`config.mk`:
```
export PLATFORM = sky130hd
export DESIGN_NAME = running_median
export DESIGN_NICKNAME = d
export VERILOG_FILES = /design/src/hdl/rm_pkg.sv /design/src/hdl/rm_cell.sv /design/src/hdl/rm_chain.sv /design/src/hdl/running_median.sv
export SDC_FILE = /design/constraint.sdc
export NUM_CORES = 2
export LEC_CHECK = 0
export BUFFER_PORTS_ARGS = -buffer_cell sky130_fd_sc_hd__buf_4
export CAP_MARGIN = 10
export CORE_UTILIZATION = 59
export CTS_CLUSTER_DIAMETER = 60
export DETAILED_ROUTE_END_ITERATION = 10
export HOLD_SLACK_MARGIN = 0.02
export PLACE_DENSITY = 0.86
export SYNTH_ARGS = -nofsm -noshare
export SYNTH_HDL_FRONTEND = slang
export SYNTH_SLANG_ARGS = --single-unit
```
`constraint.sdc`:
```
create_clock -name i_clk -period 14.2 [get_ports i_clk]
set_clock_uncertainty 0.15 [all_clocks]
set_input_delay 2.13 -clock i_clk [delete_from_list [all_inputs] [get_ports i_clk]]
set_output_delay 2.13 -clock i_clk [all_outputs]
set_load 0.1 [all_outputs]
```
`src/hdl/rm_pkg.sv`:
```
// Shared types and codes for the running median block.
// No dependencies; every other file of the block imports this package.
`timescale 1ns / 1ps

package rm_pkg;

    typedef logic signed [15:0] t_sample;

    typedef struct packed {
        t_sample sample;
        logic    restart;
    } t_in;

    typedef struct packed {
        t_sample    median;
        logic [6:0] held_count;
        logic       full_res;
    } t_out;

    typedef enum logic [1:0] {
        OP_HOLD,
        OP_INS,
        OP_PULL,
        OP_PUSH
    } t_chain_op;

    typedef struct packed {
        t_chain_op op;
        logic      desc;
        t_sample   sample;
        t_sample   inject;
    } t_chain_ctrl;

    typedef enum logic [1:0] {
        ST_IDLE,
        ST_BAL,
        ST_FIN
    } t_state;

endpackage

```
`src/hdl/rm_cell.sv`:
```
// One cell of a sorted chain: holds a single sample and trades it with its neighbours.
// Depends on rm_pkg.
`timescale 1ns / 1ps

module rm_cell (
    input  logic                i_clk,
    input  rm_pkg::t_chain_ctrl i_ctrl,
    input  logic                i_valid,
    input  rm_pkg::t_sample     i_prev_value,
    input  logic                i_prev_stay,
    input  rm_pkg::t_sample     i_next_value,
    output rm_pkg::t_sample     o_value,
    output logic                o_stay
);
    import rm_pkg::*;

    t_sample r_value;
    t_sample n_value;
    logic    w_keep;

    always_comb begin
        if (i_ctrl.desc) begin
            w_keep = (r_value >= i_ctrl.sample);
        end else begin
            w_keep = (r_value <= i_ctrl.sample);
        end
        o_stay = i_valid && w_keep;
    end

    // On insertion the first cell that does not keep its value takes the sample,
    // and every cell beyond it takes the value of its neighbour nearer the head.
    always_comb begin
        case (i_ctrl.op)
            OP_INS: begin
                if (o_stay) begin
                    n_value = r_value;
                end else if (i_prev_stay) begin
                    n_value = i_ctrl.sample;
                end else begin
                    n_value = i_prev_value;
                end
            end
            OP_PULL: n_value = i_next_value;
            OP_PUSH: n_value = i_prev_value;
            default: n_value = r_value;
        endcase
    end

    always_ff @(posedge i_clk) begin
        r_value <= n_value;
    end

    assign o_value = r_value;

endmodule

```
`src/hdl/rm_chain.sv`:
```
// A row of rm_cell instances kept sorted away from the head cell.
// Depends on rm_pkg and rm_cell.
`timescale 1ns / 1ps

module rm_chain #(
    parameter int  DEPTH = 33,
    localparam int CNT_W = $clog2(DEPTH + 1)
) (
    input  logic                i_clk,
    input  rm_pkg::t_chain_ctrl i_ctrl,
    input  logic [CNT_W-1:0]    i_count,
    output rm_pkg::t_sample     o_head
);
    import rm_pkg::*;

    t_sample w_value [DEPTH];
    logic    w_stay  [DEPTH];

    for (genvar g = 0; g < DEPTH; g++) begin : g_cell
        t_sample w_prev_value;
        logic    w_prev_stay;
        t_sample w_next_value;

        // The head cell sees the injected value and behaves as if a keeping
        // neighbour stood before it.
        if (g == 0) begin : g_head
            assign w_prev_value = i_ctrl.inject;
            assign w_prev_stay  = 1'b1;
        end else begin : g_body
            assign w_prev_value = w_value[g-1];
            assign w_prev_stay  = w_stay[g-1];
        end

        if (g == DEPTH - 1) begin : g_tail
            assign w_next_value = w_value[g];
        end else begin : g_inner
            assign w_next_value = w_value[g+1];
        end

        rm_cell u_cell (
            .i_clk        (i_clk),
            .i_ctrl       (i_ctrl),
            .i_valid      (CNT_W'(g) < i_count),
            .i_prev_value (w_prev_value),
            .i_prev_stay  (w_prev_stay),
            .i_next_value (w_next_value),
            .o_value      (w_value[g]),
            .o_stay       (w_stay[g])
        );
    end

    assign o_head = w_value[0];

endmodule

```
`src/hdl/running_median.sv`:
```
// Running median of a stream of signed 16-bit samples.
// Depends on rm_pkg and rm_chain (which uses rm_cell).
//
// Input channel: i_in_valid / o_in_stall with i_in_data (sample, restart).
// A request is taken on a rising edge with valid high and stall low. A set
// restart flag discards the held stream and starts a new one with that sample.
// Output channel: o_out_valid / i_out_stall with o_out_data (median,
// held_count, full_res); one result request for every input request.
//
// The held samples sit in two sorted chains of cells: the lower half, largest
// at its head, and the upper half, smallest at its head. A sample is inserted
// at the edge that accepts it, the halves are rebalanced at the next edge by
// moving one head across, and the result is then loaded into the output
// register. A sample dropped because the store is full is not inserted and
// skips the rebalance. A new sample is taken in the cycle after the previous
// result has been loaded. While the receiver stalls, a held result stays
// stable, the next sample is still taken and worked, and it waits in the
// final step until the output register frees. Reset empties the store and
// clears the result valid; no clearing pass is needed.
`timescale 1ns / 1ps

module running_median #(
    parameter int CAPACITY = 64
) (
    input  logic         i_clk,
    input  logic         i_rst_n,
    input  logic         i_in_valid,
    output logic         o_in_stall,
    input  rm_pkg::t_in  i_in_data,
    output logic         o_out_valid,
    input  logic         i_out_stall,
    output rm_pkg::t_out o_out_data
);
    import rm_pkg::*;

    localparam int HCAP = CAPACITY / 2 + 1;
    localparam int HW   = $clog2(HCAP + 1);
    localparam int CW   = $clog2(CAPACITY + 1);

    t_state      r_state, n_state;
    logic [HW-1:0] r_lcnt, n_lcnt;
    logic [HW-1:0] r_ucnt, n_ucnt;
    logic        r_dropped, n_dropped;
    logic        r_out_valid, n_out_valid;
    t_out        r_out_data, n_out_data;

    t_chain_ctrl w_lctrl, w_uctrl;
    t_sample     w_lhead, w_uhead;
    logic [HW-1:0] w_eff_l, w_eff_u;
    logic [CW-1:0] w_total, w_held;
    logic        w_in_acc, w_full, w_to_low, w_out_load;
    logic [HW:0] w_lcnt_x, w_ucnt_x, w_ucnt_p1;
    logic signed [16:0] w_sum, w_sum_adj;
    t_sample     w_median;

    assign o_in_stall = (r_state != ST_IDLE);
    assign w_in_acc   = i_in_valid && !o_in_stall;

    // A restart empties both halves before the sample is placed.
    assign w_eff_l  = (w_in_acc && i_in_data.restart) ? '0 : r_lcnt;
    assign w_eff_u  = (w_in_acc && i_in_data.restart) ? '0 : r_ucnt;
    assign w_total  = CW'(w_eff_l) + CW'(w_eff_u);
    assign w_full   = (w_total >= CW'(CAPACITY));
    assign w_to_low = (w_eff_l == '0) || (i_in_data.sample <= w_lhead);

    assign w_lcnt_x  = (HW+1)'(r_lcnt);
    assign w_ucnt_x  = (HW+1)'(r_ucnt);
    assign w_ucnt_p1 = (HW+1)'(r_ucnt) + (HW+1)'(1);

    assign w_out_load = (r_state == ST_FIN) && (!r_out_valid || !i_out_stall);

    // Even count: average of the two heads, rounded toward zero.
    assign w_held    = CW'(r_lcnt) + CW'(r_ucnt);
    assign w_sum     = 17'(w_lhead) + 17'(w_uhead);
    assign w_sum_adj = w_sum + 17'(w_sum[16] & w_sum[0]);
    assign w_median  = w_held[0] ? w_lhead : t_sample'(w_sum_adj[16:1]);

    rm_chain #(.DEPTH(HCAP)) u_low (
        .i_clk   (i_clk),
        .i_ctrl  (w_lctrl),
        .i_count (w_eff_l),
        .o_head  (w_lhead)
    );

    rm_chain #(.DEPTH(HCAP)) u_high (
        .i_clk   (i_clk),
        .i_ctrl  (w_uctrl),
        .i_count (w_eff_u),
        .o_head  (w_uhead)
    );

    always_comb begin
        n_state = r_state;
        case (r_state)
            ST_IDLE: begin
                if (w_in_acc) begin
                    n_state = w_full ? ST_FIN : ST_BAL;
                end
            end
            ST_BAL:  n_state = ST_FIN;
            ST_FIN: begin
                if (w_out_load) begin
                    n_state = ST_IDLE;
                end
            end
            default: n_state = ST_IDLE;
        endcase
    end

    always_comb begin
        w_lctrl = '{op: OP_HOLD, desc: 1'b1, sample: i_in_data.sample, inject: w_uhead};
        w_uctrl = '{op: OP_HOLD, desc: 1'b0, sample: i_in_data.sample, inject: w_lhead};
        n_lcnt      = r_lcnt;
        n_ucnt      = r_ucnt;
        n_dropped   = r_dropped;
        n_out_valid = r_out_valid && i_out_stall;
        n_out_data  = r_out_data;
        case (r_state)
            ST_IDLE: begin
                if (w_in_acc) begin
                    n_dropped = w_full;
                    n_lcnt    = w_eff_l;
                    n_ucnt    = w_eff_u;
                    if (!w_full) begin
                        if (w_to_low) begin
                            w_lctrl.op = OP_INS;
                            n_lcnt     = w_eff_l + HW'(1);
                        end else begin
                            w_uctrl.op = OP_INS;
                            n_ucnt     = w_eff_u + HW'(1);
                        end
                    end
                end
            end
            ST_BAL: begin
                // The lower half holds the extra sample of an odd count.
                if (w_lcnt_x > w_ucnt_p1) begin
                    w_lctrl.op = OP_PULL;
                    w_uctrl.op = OP_PUSH;
                    n_lcnt     = r_lcnt - HW'(1);
                    n_ucnt     = r_ucnt + HW'(1);
                end else if (w_ucnt_x > w_lcnt_x) begin
                    w_uctrl.op = OP_PULL;
                    w_lctrl.op = OP_PUSH;
                    n_ucnt     = r_ucnt - HW'(1);
                    n_lcnt     = r_lcnt + HW'(1);
                end
            end
            ST_FIN: begin
                if (w_out_load) begin
                    n_out_valid = 1'b1;
                    n_out_data  = '{median: w_median, held_count: 7'(w_held),
                                    full_res: r_dropped};
                end
            end
            default: begin
                n_out_valid = r_out_valid && i_out_stall;
            end
        endcase
    end

    always_ff @(posedge i_clk) begin
        if (!i_rst_n) begin
            r_state     <= ST_IDLE;
            r_lcnt      <= '0;
            r_ucnt      <= '0;
            r_out_valid <= 1'b0;
        end else begin
            r_state     <= n_state;
            r_lcnt      <= n_lcnt;
            r_ucnt      <= n_ucnt;
            r_out_valid <= n_out_valid;
        end
    end

    always_ff @(posedge i_clk) begin
        r_dropped  <= n_dropped;
        r_out_data <= n_out_data;
    end

    assign o_out_valid = r_out_valid;
    assign o_out_data  = r_out_data;

endmodule

```
==> results.md <==
- Outcome: finished, violations left
- Failing checks: DRC
- Initial antenna violation count: 4
- Fmax: 137 MHz
- Synth Register Bits: 1096
- Crit share post-route: 51.4%
- Setup crit start kind: flop
- Share of cells above drive strength 1: 7.22%
- Post-synth EDFFs: 1081
- Seq/Total Area, Yosys: 41.0%
- Routed Antenna Nets: 0
- I/O pin cnt: 47
- Final Util: 64.4%
- DP Wirelength: 190000 um
- Setup WS post-layout: 6.90 ns
- Clk_lat worst skew: 0.81 ns
- Critical Path AT: 7.69 ns
- Syn nets: 8978
- Starting density of the core: 59.6%
- Critical Path, Cell by Cell: inv_1 -> nor2_1 -> nand2_1 -> xor2_1 -> ha_1 -> nand4_1 -> o22ai_1 -> nor2_1 -> o211ai_4 -> buf_4 -> buf_4 -> buf_4 -> nand3_1 -> a221oi_2 -> buf_4 -> nor2_1 -> nand2_1 -> nand2_1
- Root Buffer: clkbuf_16
- Non-filler instance count after layout: 9568
- # DRC: 12
- Most common flop cell mapped by yosys: edfxtp_1
- Worst path slowest cell: buf_4
- FP Rows: 134
- DRT Wirelength: 288000 um
- Pre-CTS setup slack: 6.40 ns
- GRT Overall Usage: 40.6%
- Fin crit period: 7.30 ns
- Cell Area, Synth: 79900 um^2
- Iteration-0 DRC Markers: 12400
- Postcts setup bufs: 0
- First-pass GRT wire length: 423000 um
- GP Congestion: 1.06
- DR pass1 iterations: 11
- Crit Path Class: flop to flop
- FFs w/ async S/R, synth: 0%
- Worst-path fanout max: 111
- Cell accounting for the most synthesized area: edfxtp_1
- Unique cell type count in the Yosys netlist: 101
- Core area: 134000 um^2
- Full die area: 137000 um^2
- Final setup viols: 0
- Cell Pwr Density: 279 nW/um^2
- TritonCTS clock tree: built
- Clock buffer depth: 3
- Hold Fails Final Rpt: 0
- Worst Setup End Kind: flop
- Via count: 72600
- Slew @ Worst Pin: 1.25 ns
- Die width: 370 um
- Largest net degree at the start of global routing: 207
- Area Growth Syn to Fin: 8.04%
- Ranking of synthesized cells by area: edfxtp_1, ha_1, a22oi_1
- Inst Count DP: 9280
- Post-synth top area share: 40.6%
- Worst Path Required: 14.59 ns
- Largest stage delay, worst path: 1.00 ns
- Vias in the first global route: 70200
- Hold Path Class: flop to flop
- Setup Total Neg Slack: 0 ns
- Top Family by Delay on Critical Path: buffers and inverters
- Die Ht: 370 um
- WP buf/inv: 5
- Mean Syn Cell Area: 10.2 um^2
- Final nets: 8822
- Cell with the most instances after synthesis: ha_1
- Fin. max-slew vios: 0
- H-tree levels: 4
- Gr ovfl total: 0
- Peak supply drop: 0.165 mV
- Wirelength per Cell: 30.1 um
- Slew headroom: 16.3%
- # Max-Cap Violations: 0
- Num CTS Buffers: 136
- Post-CTS Hold Fix Bufs: 0
- Synth Instances: 7847
- Most instantiated cells after synthesis: ha_1, edfxtp_1, nand2_1
- Most frequent CP cell: buf_4
- Via density: 7.59
- Clock sink count: 1096
- Synth warnings: 0
- Clk pin slew, worst setup/hold paths: 0.06 ns
- P_leak: 36.1 nW
- CTS-repair resized insts: 0
- RSZ-0062 raised after global routing: no
- Buffers on Ports: 46
==> path summary, 6_finish.rpt <==
kind	endpoint	depth (start not counted)	start	slack, ns
setup / recovery	u_low.g_cell[26].u_cell.o_value[2]	18	r_ucnt[0]	6.90
hold / removal	u_high.g_cell[18].u_cell.o_value[0]	1	u_high.g_cell[17].u_cell.o_value[0]	0.44
setup reg to reg	u_low.g_cell[26].u_cell.o_value[2]	18	r_ucnt[0]	6.90
hold reg to reg	u_high.g_cell[18].u_cell.o_value[0]	1	u_high.g_cell[17].u_cell.o_value[0]	0.44
==> power breakdown <==
part,switching (W),leakage (nW),internal [W]
combinational,0.00705,23.7,0.00442
clock,0.00149,2.12,0.00198
sequential,0.00231,10.3,0.00679
==> worst register-to-register path, delay by kind of cell, from the launching register on <==
| family | cells | cell delay [ns] |
|---|---|---|
| flops | 1 | 0.53 |
| xor+xnor | 1 | 0.17 |
| compound gates | 3 | 0.69 |
| buf+inv | 5 | 3.18 |
| fa+ha+maj | 1 | 0.31 |
| simple gates | 8 | 1.99 |
==> cell families (layout without fill, tap and decap cells) <==
group | count (synthesis) | in the layout | synth area share [%]
buf+inv | 700 | 650 | 3.52
flops | 1096 | 1096 | 41.0
fa+ha+maj | 1111 | 1111 | 17.4
mux | 111 | 111 | 1.44
other cells | 0 | 3 | 0
xor+xnor | 47 | 47 | 0.515
simple gates | 2026 | 2026 | 11.9
compound gates | 2756 | 2756 | 24.1
==> per-stage QoR <==
stage	power [W]	cell area, um^2	hold WS (ns)
6_report	0.0241	86300	0.441
5_1_grt	0.0251	86300	0.438
4_1_cts	0.0232	85900	0.435
3_5_place_dp	0.0197	81600	0.411
3_3_place_gp	0.0190	81600	0.416
2_1_floorplan	0.0159	79900	0.250
==> area by class of cell <==
| class | count | area (um^2) |
|---|---|---|
| fillers | 9939 | 47700 |
| multi-input cells | 6051 | 44500 |
| flip-flops and latches | 1096 | 32800 |
| clock buffers | 164 | 3640 |
| well taps | 1768 | 2210 |
| repair buffers | 220 | 1770 |
| inverters | 186 | 736 |
| clock inverters | 80 | 689 |
| diodes | 3 | 7.51 |
==> per-layer routing <==
layer / global-route usage, % / routed length (um) / up-vias
met3: 13.1 / 45100 / 1651
met1: 50.9 / 98800 / 34000
li1: - / - / 30300
met5: 0 / 12 / -
met2: 59.4 / 121000 / 6631
met4: 28.0 / 22800 / 2
==> cells in the final DEF (no fill, tap or decap), types with 23 or more instances in the layout <==
cell type / synthesis / routed
o221ai_1: 43 / 43
ha_1: 1106 / 1106
nor2_1: 425 / 418
o211ai_1: 29 / 29
a22o_1: 197 / 197
nor2b_1: 87 / 87
a22oi_1: 511 / 511
nand4_1: 190 / 190
mux2_2: 24 / 24
clkbuf_16: 0 / 142
o21ai_0: 647 / 644
xor2_1: 26 / 26
a21o_1: 436 / 436
nand3_1: 104 / 104
o21a_1: 85 / 85
and3_1: 147 / 147
a21oi_1: 341 / 339
clkinv_2: 0 / 24
a31oi_1: 28 / 24
clkinv_1: 1 / 23
edfxtp_1: 1081 / 1081
a221o_1: 166 / 166
nor3_1: 60 / 59
inv_1: 184 / 169
mux2i_1: 77 / 77
nand2b_1: 52 / 52
a211oi_1: 30 / 29
buf_4: 6 / 196
o22ai_1: 26 / 26
nand2_1: 839 / 838
a221oi_1: 26 / 26
==> flip-flops by register name (all words and copies together) (netlist names) <==
register	cells
r_dropped	1
o_out_valid	1
r_ucnt	6
r_lcnt	6
u_low.g_cell.u_cell.o_value	528
o_out_data	24
r_state	2
u_high.g_cell.u_cell.o_value	528
Power figures use the tool's default switching activity.
